### src/rtl/core/nbss_pkg.sv
// shared types and codes of the nested break-site stack
`timescale 1ns / 1ps

package nbss_pkg;

  typedef enum logic [1:0] {
    CMD_ENTER  = 2'd0,
    CMD_RECORD = 2'd1,
    CMD_EXIT   = 2'd2,
    CMD_NOP    = 2'd3
  } cmd_t;

  typedef enum logic [1:0] {
    ST_OK        = 2'd0,
    ST_FULL      = 2'd1,
    ST_NO_LEVEL  = 2'd2,
    ST_LIST_FULL = 2'd3
  } status_t;

  localparam int unsigned SITE_W  = 16;
  localparam int unsigned DEPTH_W = 4;

  typedef struct packed {
    logic [1:0]        command;
    logic [SITE_W-1:0] break_position;
  } in_item_t;

  typedef struct packed {
    logic [1:0]         status;
    logic               site_valid;
    logic [SITE_W-1:0]  patch_site;
    logic               last;
    logic               in_loop;
    logic [DEPTH_W-1:0] level_depth;
  } out_item_t;

endpackage

### src/rtl/core/nbss_ram.sv
// single-port-write, registered-read memory
`timescale 1ns / 1ps

module nbss_ram #(
  parameter int unsigned WIDTH = 16,
  parameter int unsigned DEPTH = 128,
  parameter int unsigned AW    = 7
) (
  input  logic             clk,
  input  logic             wr_en,
  input  logic [AW-1:0]    wr_addr,
  input  logic [WIDTH-1:0] wr_data,
  input  logic             rd_en,
  input  logic [AW-1:0]    rd_addr,
  output logic [WIDTH-1:0] rd_data
);

  logic [WIDTH-1:0] mem [DEPTH];
  logic [WIDTH-1:0] rd_data_r;

  always_ff @(posedge clk) begin
    if (wr_en) begin
      mem[wr_addr] <= wr_data;
    end
    if (rd_en) begin
      rd_data_r <= mem[rd_addr];
    end
  end

  assign rd_data = rd_data_r;

endmodule

### src/rtl/core/nested_break_site_stack_core.sv
// top level of the nested break-site stack
`timescale 1ns / 1ps
//
// usage
// - in_valid/in_ready/in_data carry commands (enter, record, exit) with a
//   break position; out_valid/out_ready/out_data carry result items
// - enter, record, an exit at depth zero and the unused code each give one
//   result; a transfer is registered and its result shows in out_data the
//   cycle after, so these run at one item per cycle while out_ready is high
// - exit of a level with n recorded sites gives n results, one per cycle
//   while out_ready is high, the last one flagged; the input stays closed
//   while the sequencer reads the sites through the registered read of the
//   site memory and the read slot, until it finds the slot drained; the new
//   top's count reloads from the count memory meanwhile (an empty level
//   closes the input as well)
// - sites sit in a MAX_LEVELS x MAX_SITES memory, the counts of the levels
//   below the top in a second memory; the top count lives in a register
// - a stalled receiver holds the output register; the read data of the
//   site memory waits in place and no new read is issued until it moves
// - reset (rst_n low, synchronous) closes every level; the site memory is
//   not cleared, since only sites written since their level opened are read
//

module nested_break_site_stack_core #(
  parameter int unsigned MAX_LEVELS = 8,
  parameter int unsigned MAX_SITES  = 16
) (
  input  logic               clk,
  input  logic               rst_n,
  input  logic               in_valid,
  output logic               in_ready,
  input  nbss_pkg::in_item_t in_data,
  output logic               out_valid,
  input  logic               out_ready,
  output nbss_pkg::out_item_t out_data
);

  localparam int unsigned ENTRIES = MAX_LEVELS * MAX_SITES;
  localparam int unsigned AW = (ENTRIES > 1) ? $clog2(ENTRIES) : 1;
  localparam int unsigned LW = (MAX_LEVELS > 1) ? $clog2(MAX_LEVELS) : 1;
  localparam int unsigned DW = $clog2(MAX_LEVELS + 1);
  localparam int unsigned CW = $clog2(MAX_SITES + 1);

  typedef enum logic {
    S_IDLE,
    S_EXIT
  } state_t;

  state_t              state_r, state_nxt;
  logic [DW-1:0]       depth_r, depth_nxt;
  logic [CW-1:0]       top_count_r, top_count_nxt;
  logic [AW-1:0]       top_base_r, top_base_nxt;
  logic [AW-1:0]       ex_base_r, ex_base_nxt;
  logic [CW-1:0]       ex_cnt_r, ex_cnt_nxt;
  logic [CW-1:0]       idx_r, idx_nxt;
  logic                rd_v_r, rd_v_nxt;
  logic                rd_last_r, rd_last_nxt;
  logic                out_valid_r, out_valid_nxt;
  nbss_pkg::out_item_t out_data_r, out_data_nxt;

  // memory ports
  logic                       st_wr_en, st_rd_en;
  logic [AW-1:0]              st_wr_addr, st_rd_addr;
  logic [nbss_pkg::SITE_W-1:0] st_rd_data;
  logic                       cm_wr_en, cm_rd_en;
  logic [LW-1:0]              cm_wr_addr, cm_rd_addr;
  logic [CW-1:0]              cm_rd_data;

  logic          accept, out_free, move, issue;
  logic [DW-1:0] dm1, dm2, new_depth;
  nbss_pkg::cmd_t cmd;

  assign out_free = !out_valid_r || out_ready;
  assign in_ready = (state_r == S_IDLE) && out_free;
  assign accept   = in_valid && in_ready;
  assign cmd      = nbss_pkg::cmd_t'(in_data.command);

  assign dm1 = depth_r - DW'(1);
  assign dm2 = depth_r - DW'(2);

  // read data waiting in the slot moves into the output register when free
  assign move  = rd_v_r && out_free;
  assign issue = (state_r == S_EXIT) && (idx_r != ex_cnt_r) && (!rd_v_r || move);

  always_comb begin
    state_nxt     = state_r;
    depth_nxt     = depth_r;
    top_count_nxt = top_count_r;
    top_base_nxt  = top_base_r;
    ex_base_nxt   = ex_base_r;
    ex_cnt_nxt    = ex_cnt_r;
    idx_nxt       = idx_r;
    rd_v_nxt      = rd_v_r;
    rd_last_nxt   = rd_last_r;
    out_valid_nxt = out_valid_r;
    out_data_nxt  = out_data_r;
    new_depth     = depth_r;

    st_wr_en   = 1'b0;
    st_wr_addr = top_base_r + AW'(top_count_r);
    st_rd_en   = 1'b0;
    st_rd_addr = ex_base_r + AW'(idx_r);
    cm_wr_en   = 1'b0;
    cm_wr_addr = dm1[LW-1:0];
    cm_rd_en   = 1'b0;
    cm_rd_addr = dm2[LW-1:0];

    if (out_ready) begin
      out_valid_nxt = 1'b0;
    end

    if (accept) begin
      // default single result, fields patched per command
      out_valid_nxt           = 1'b1;
      out_data_nxt.status     = nbss_pkg::ST_OK;
      out_data_nxt.site_valid = 1'b0;
      out_data_nxt.patch_site = '0;
      out_data_nxt.last       = 1'b1;
      case (cmd)
        nbss_pkg::CMD_ENTER: begin
          if (depth_r == DW'(MAX_LEVELS)) begin
            out_data_nxt.status = nbss_pkg::ST_FULL;
          end else begin
            // park the current top count below the new level
            cm_wr_en      = (depth_r != '0);
            top_count_nxt = '0;
            top_base_nxt  = (depth_r == '0) ? '0 : top_base_r + AW'(MAX_SITES);
            new_depth     = depth_r + DW'(1);
          end
        end
        nbss_pkg::CMD_RECORD: begin
          if (depth_r == '0) begin
            out_data_nxt.status = nbss_pkg::ST_NO_LEVEL;
          end else if (top_count_r == CW'(MAX_SITES)) begin
            out_data_nxt.status = nbss_pkg::ST_LIST_FULL;
          end else begin
            st_wr_en      = 1'b1;
            top_count_nxt = top_count_r + CW'(1);
          end
        end
        nbss_pkg::CMD_EXIT: begin
          if (depth_r == '0) begin
            out_data_nxt.status = nbss_pkg::ST_NO_LEVEL;
          end else begin
            // pop now; the new top count comes back from the count memory
            cm_rd_en     = 1'b1;
            new_depth    = dm1;
            top_base_nxt = top_base_r - AW'(MAX_SITES);
            ex_base_nxt  = top_base_r;
            ex_cnt_nxt   = top_count_r;
            idx_nxt      = '0;
            state_nxt    = S_EXIT;
            // a non-empty list emits from the sequencer instead
            out_valid_nxt = (top_count_r == '0);
          end
        end
        default: begin
        end
      endcase
      depth_nxt                = new_depth;
      out_data_nxt.in_loop     = (new_depth != '0);
      out_data_nxt.level_depth = nbss_pkg::DEPTH_W'(new_depth);
    end

    if (state_r == S_EXIT) begin
      top_count_nxt = (depth_r == '0) ? '0 : cm_rd_data;
      if (move) begin
        out_valid_nxt            = 1'b1;
        out_data_nxt.status      = nbss_pkg::ST_OK;
        out_data_nxt.site_valid  = 1'b1;
        out_data_nxt.patch_site  = st_rd_data;
        out_data_nxt.last        = rd_last_r;
        out_data_nxt.in_loop     = (depth_r != '0);
        out_data_nxt.level_depth = nbss_pkg::DEPTH_W'(depth_r);
        rd_v_nxt                 = 1'b0;
      end
      if (issue) begin
        st_rd_en    = 1'b1;
        idx_nxt     = idx_r + CW'(1);
        rd_v_nxt    = 1'b1;
        rd_last_nxt = ((idx_r + CW'(1)) == ex_cnt_r);
      end
      if ((idx_r == ex_cnt_r) && !rd_v_r) begin
        state_nxt = S_IDLE;
      end
    end
  end

  always_ff @(posedge clk) begin
    if (!rst_n) begin
      state_r     <= S_IDLE;
      depth_r     <= '0;
      top_count_r <= '0;
      top_base_r  <= '0;
      idx_r       <= '0;
      ex_cnt_r    <= '0;
      rd_v_r      <= 1'b0;
      out_valid_r <= 1'b0;
    end else begin
      state_r     <= state_nxt;
      depth_r     <= depth_nxt;
      top_count_r <= top_count_nxt;
      top_base_r  <= top_base_nxt;
      idx_r       <= idx_nxt;
      ex_cnt_r    <= ex_cnt_nxt;
      rd_v_r      <= rd_v_nxt;
      out_valid_r <= out_valid_nxt;
    end
    ex_base_r  <= ex_base_nxt;
    rd_last_r  <= rd_last_nxt;
    out_data_r <= out_data_nxt;
  end

  // recorded sites, one row of MAX_SITES per level
  nbss_ram #(
    .WIDTH (nbss_pkg::SITE_W),
    .DEPTH (ENTRIES),
    .AW    (AW)
  ) u_site_ram (
    .clk     (clk),
    .wr_en   (st_wr_en),
    .wr_addr (st_wr_addr),
    .wr_data (in_data.break_position),
    .rd_en   (st_rd_en),
    .rd_addr (st_rd_addr),
    .rd_data (st_rd_data)
  );

  // counts of the levels under the top
  nbss_ram #(
    .WIDTH (CW),
    .DEPTH (MAX_LEVELS),
    .AW    (LW)
  ) u_count_ram (
    .clk     (clk),
    .wr_en   (cm_wr_en),
    .wr_addr (cm_wr_addr),
    .wr_data (top_count_r),
    .rd_en   (cm_rd_en),
    .rd_addr (cm_rd_addr),
    .rd_data (cm_rd_data)
  );

  assign out_valid = out_valid_r;
  assign out_data  = out_data_r;

  // checks
  a_depth_bound: assert property (@(posedge clk) disable iff (!rst_n)
    depth_r <= DW'(MAX_LEVELS))
    else $error("open level count beyond limit");

  a_count_bound: assert property (@(posedge clk) disable iff (!rst_n)
    (state_r == S_IDLE) |-> (top_count_r <= CW'(MAX_SITES)))
    else $error("top site count beyond limit");

  a_slot_in_exit: assert property (@(posedge clk) disable iff (!rst_n)
    rd_v_r |-> (state_r == S_EXIT))
    else $error("read slot busy outside exit");

  a_exit_enters_seq: assert property (@(posedge clk) disable iff (!rst_n)
    (accept && (cmd == nbss_pkg::CMD_EXIT) && (depth_r != '0))
      |=> (state_r == S_EXIT) && (depth_r == $past(dm1)))
    else $error("exit did not pop and start the sequencer");

endmodule
### config.mk
export PLATFORM = sky130hd
export DESIGN_NAME = nested_break_site_stack_core
export DESIGN_NICKNAME = d
export VERILOG_FILES = /design/src/rtl/core/nbss_pkg.sv /design/src/rtl/core/nbss_ram.sv /design/src/rtl/core/nested_break_site_stack_core.sv
export SDC_FILE = /design/constraint.sdc
export NUM_CORES = 2
export LEC_CHECK = 0
export ABC_AREA = 0
export BUFFER_PORTS_ARGS = -buffer_cell sky130_fd_sc_hd__buf_4
export CORE_MARGIN = 2
export CORE_UTILIZATION = 55
export DETAILED_ROUTE_END_ITERATION = 7
export PLACE_DENSITY = 0.77
export SLEW_MARGIN = 10
export SYNTH_ARGS = -nofsm -noshare
export SYNTH_HDL_FRONTEND = slang
export SYNTH_HIERARCHICAL = 1
export SYNTH_SLANG_ARGS = --single-unit
### constraint.sdc
create_clock -name clk -period 3.9 [get_ports clk]
set_input_delay 0 -clock clk [delete_from_list [all_inputs] [get_ports clk]]
set_output_delay 0 -clock clk [all_outputs]
set_load 0.005 [all_outputs]
Word level (Yosys, flattened, before mapping)
Memory sizes are Yosys's and may differ from the RTL's. A register that Yosys moved wholly into a read port is not among the register bits.
Index checks and enable logic that the tools add are counted.
Word-level totals
  bits in registers: 62
  memories kept: 2
  output and inout bits: 27
  word-level logic and storage cells: 122
  input bits: 22
  bits in writable memories: 2088
Cells by class
  reduce and logical (&&, ||, !) cells: 24
  bitwise gates (word level): 2
  $add $sub $neg: 9
  multiplexer cells: 57
  eq/ne operators: 12
Memories
  u_site_ram.mem: words 128, bits a word 16, read ports 1, clocked after Yosys merged registers in 1, write ports 1, line nbss_ram.sv:18  | logic [WIDTH-1:0] mem [DEPTH];
  u_count_ram.mem: words 8, bits a word 5, read ports 1, clocked after Yosys merged registers in 1, write ports 1, line nbss_ram.sv:18
Operators with widths (count)
  two-way mux 25 bit: 3
  two-way mux 5 bit: 11
  two-way mux 1 bit: 30
  two-way mux 7 bit: 3
  adder 7 x 5 -> 7 bit: 2
  one-hot mux 7 bit (2 select lines): 1
  two-way mux 4 bit: 3
  adder 5 x 1 -> 5 bit, second input constant: 2
  == test 5 bit: 2
  one-hot mux 5 bit (2 select lines): 1
  inequality test 3 bit, second input constant: 3
  one-hot mux 4 bit (2 select lines): 1
  nonzero test 4 bit: 2
  adder 7 x 5 -> 7 bit, second input constant: 1
  subtractor 7 x 5 -> 7 bit, second input constant: 1
  logical AND 1 bit: 6
  two-way mux 2 bit: 3
  one-hot mux 2 bit (3 select lines): 1
  nonzero test 2 bit: 3
  == test 5 bit, second input constant: 1
  zero test 5 bit: 1
  inequality test 5 bit: 1
  AND reduction 5 bit: 1
  adder 4 x 1 -> 4 bit, second input constant: 1
  15 further kinds: 20

Logic depth before layout (Yosys ltp)
  depth after elaboration: 9
  gate-level depth with buffers: 10
  depth with buffers taken out: 7

Cells and area by module
The synthesis kept the hierarchy.
Modules (own cells, without submodules)
  nbss_ram at u_site_ram: instances 1, area each 78683.0 sq um, cells an instance 3086, seq. area each 61979.4 sq um
  nested_break_site_stack_core: instances 1, area each 2805.2 sq um, cells an instance 310, seq. area each 1121.1 sq um
  nbss_ram at u_count_ram: instances 1, area each 1744.2 sq um, cells an instance 75, seq. area each 1351.3 sq um

Worst setup path after synthesis
OpenSTA, ideal clock, no wires.
  path kind: flip-flop to flip-flop
  from: register depth_r[0]
  to: memory u_site_ram.mem[98][0] (enable)
  data arrival time: 3.189 ns
  clock period less this slack: 3.598 ns
  data required time: 3.491 ns
  buffers on the path: 2
  slack: 0.302 ns
  stages on the path, launching flop included: 9
  setup time: 0.409 ns
  path through: dfxtp_1 > clkbuf_1 > inv_1 > ha_1 > nor3b_2 > nor4_1 > clkbuf_1 > nand4_1 > nor3_1
Between the ends
  cells in the longest elaborated chain, start to end: 6
RTL lines
  start, declared: line nested_break_site_stack_core.sv:50  | logic [DW-1:0] depth_r, depth_nxt;
  start signal, assigned: line nested_break_site_stack_core.sv:201  | depth_r <= depth_nxt;
  zero test 4 bit: line nested_break_site_stack_core.sv:132  | if (depth_r == '0) begin
  two-way mux 1 bit: line nested_break_site_stack_core.sv:132
  two-way mux 1 bit: line nested_break_site_stack_core.sv:119  | case (cmd)
  two-way mux 1 bit: line nested_break_site_stack_core.sv:112  | if (accept) begin
  net st_wr_en: line nested_break_site_stack_core.sv:62  | logic st_wr_en, st_rd_en;
  two-way mux 1 bit: line nbss_ram.sv:22  | if (wr_en) begin
  two-way mux 1 bit (implied by the code): line nbss_ram.sv:23  | mem[wr_addr] <= wr_data;
  end, declared: line nbss_ram.sv:18
The timed path passes the listed nets, and every way through them passes these cells.

Final worst setup path
  from: register depth_r[1]
  to: memory u_site_ram.mem[30][7] (enable)
The elaborated chain is that of the path after synthesis.

==> results.cfg <==
[run_status]
status = finished, final reports clean

[routing]
wl_per_cell_um = 35.4
via_per_inst = 6.74
ant_nets = 0
drcViolationCount = 0
first_iter_violations = 6004
num_vias = 40400
wirelength_um = 212000
detail_route.first_pass.iterations = 5

[synth]
synthCells = 3471
async_reset_ff_share_pct = 0
synthesis.area_um2 = 83200
syn_nets = 3505
synth_edf_count = 2113
ys.warnings.count = 6
synth.most_common_cell = edfxtp_1
synth_top_area_share_pct = 76.2
ys_ff_latch = 2163
synth_flop_cell = edfxtp_1
yosys.area.top_type = edfxtp_1
avgSynthCellArea_um2 = 24.0
ys_types = 62
synthTopCellsByCount = 2113 x edfxtp_1, 672 x mux4_2, 152 x nor2_1, 96 x clkbuf_1, 58 x buf_2
ys_seq_area_share_pct = 77.4
ys_top_cells_by_area = edfxtp_1 76%, mux4_2 18%, dfxtp_1 1.2%, nor2_1 0.69%, clkbuf_1 0.43%

[worst_hold_path]
hold_path_class = in -> reg
whs_path_depth = 4
hp-start = rst_n
whs_endpoint = idx_r[2]

[clocking]
cts_root_buf = clkbuf_16
cts_resized = 0
cts_num_sinks = 2163
post_cts_buffers = 0
cts_inserted_buffers = 204
path_clk_slew_ps = 60
clk_latency_ps = 850
clockBufferDepth = 3
cts_hold_buf = 26
cts_tree = built
cts-htree-levels = 4

[layout]
final_layout_size_suffix_gt1_share_pct = 33.2
fin_util_pct = 63.0
final_area_um2 = 94600
fin_cells = 5993
area_growth_pct = 13.6
fillers = 9306
fin_nets = 3850

[setup_path]
r2r_cells = 9
crit_path_frequent_cell = buf_4
cp.arrival_ps = 4070
cp_top_family = simple AND/OR/NAND/NOR gates
crit_slowest_cell = nor2_1
path_class = reg -> reg
start_kind = register
r2r_setup_slack_ps = 320
path_buf_inv = 3
end_kind = register
cpPeakStageDelay_ps = 460
worstPathMaxFanout = 16
reg2reg_from = depth_r[1]
required_ps = 4390
crit_path_cell_trace = inv_1 > ha_1 > nor3b_2 > nor4_2 > buf_4 > nor2b_1 > nand3_1 > nor2_1 > buf_4
timing.rr.end = u_site_ram/mem[30][7]

[placed_design]
placed_cells = 5600
gp_congestion = 0.848
dp_hpwl_um = 117000
placed_area_um2 = 87700
pre_cts_ws_ps = 537
numPortBuffers = 48

[grt]
grt_first_pass_wirelength_um = 301000
gr-usage-all-layers_pct = 28.0
antenna_found_initial = 17
grt_overflow = 0
grt_max_degree = 98
grt_pass1_vias = 40700

[timing]
slew_violations = 0
fin_crit_ps = 3580
whs_ps = 133
layout_setup_ws_ps = 320
rsz0062_at_grt = false
setup_viol = 0
relSlewSlack_pct = 19.2
setup_tns_ps = 0
post-route-period-util_pct = 91.8
hold_viol_final = 0
worst-slew-pin-transition_ps = 1210
fmax_mhz = 279
clock_skew_ps = 63.7

[floorplanning]
start_util_pct = 55.4
die_h_um = 393
dieWidth_um = 393
core-area_um2 = 150000
num_rows = 142
ios = 49
die_area_um2 = 154000

[power]
p_per_area_nw_per_um2 = 484
power.total_mw = 45.8
p_leak_nw = 28.8
irDropWorstVdd_uv = 447

[flow_run]
maxCapViolCount = 0
metal layers:
layer | wire [um] | up-vias | track usage, %
met1 | 74400 | 21400 | 37.9
li1 | - | 15600 | -
met4 | 7780 | 8 | 9.85
met5 | 53 | - | 0
met3 | 25400 | 451 | 6.83
met2 | 105000 | 2994 | 45.0
sequential cells by signal, indices dropped and copies added (netlist names):
signal and flops:
u_count_ram/rd_data 5, u_site_ram/mem 2048, idx_r 5, top_count_r 5, top_base_r 3, depth_r 4, state_r 1, ex_cnt_r 5
u_site_ram/rd_data 16, rd_v_r 1, rd_last_r 1, u_count_ram/mem 40, out_data 25, ex_base_r 3, out_valid 1
worst register-to-register path: stages (launching register included):
cell     delay [ps]
dfxtp_1         440
inv_1           110
ha_1            270
nor3b_2         200
nor4_2          410
buf_4           290
nor2b_1         330
nand3_1         290
nor2_1          460
buf_4           400
layout by cell type, fill, tap and decap left out, drive strengths merged, types with 8 or more instances in the layout:
cell / n
inv: 21
nor2: 152
a21oi: 16
clkinv: 86
clkbuf: 245
nor3: 15
dlygate4sd3: 26
xor2: 10
nand3: 25
bufinv: 19
mux4: 682
xnor2: 9
nor2b: 13
nand4: 8
dfxtp: 50
a22o: 16
ha: 12
buf: 304
nand2b: 9
edfxtp: 2113
o21ai: 8
mux2: 22
nand2: 45
worst max-delay path by stage:
stage / cells past startpoint / endpoint / from / slack, ps
3_3_place_gp: 6 / u_site_ram/rd_data[5] / idx_r[0] / 580
3_5_place_dp: 5 / u_site_ram/rd_data[4] / idx_r[0] / 540
6_report: 9 / u_site_ram/mem[30][7] / depth_r[1] / 320
4_1_cts: 10 / u_site_ram/mem[50][13] / depth_r[1] / 520
2_1_floorplan: 8 / u_site_ram/mem[98][0] / depth_r[0] / 300
5_1_grt: 10 / u_site_ram/mem[50][13] / depth_r[1] / 270
layout make-up:
cell class | count | area (um2) | share of cell area, %
flip-flops and latches | 2163 | 64500 | 68.2
multi-input cells | 1102 | 18000 | 19.0
clock buffers | 245 | 5300 | 5.60
repair buffers | 330 | 2940 | 3.11
well taps | 2016 | 2520 | 2.67
clock inverters | 116 | 1280 | 1.35
inverters | 15 | 56.3 | 0.0595
diodes | 6 | 15.0 | 0.0159
where the power goes:
| part | leakage (nW) | internal [mW] | switching, mW |
|---|---|---|---|
| sequential | 19.4 | 25.5 | 0.0134 |
| clock | 3.20 | 11.0 | 8.60 |
| combinational | 6.19 | 0.147 | 0.565 |
| total | 28.8 | 36.6 | 9.18 |
logic make-up after synthesis:
kind of cell,synth area share [%]
AO/OA/AOI/OAI,0.698
XOR/XNOR,0.209
adder cells (fa/ha/maj),0.180
buffers and inverters,1.08
flip-flops,77.4
multiplexers,18.8
AND/OR/NAND/NOR,1.58
No activity file was read; power rests on OpenSTA's default activity.
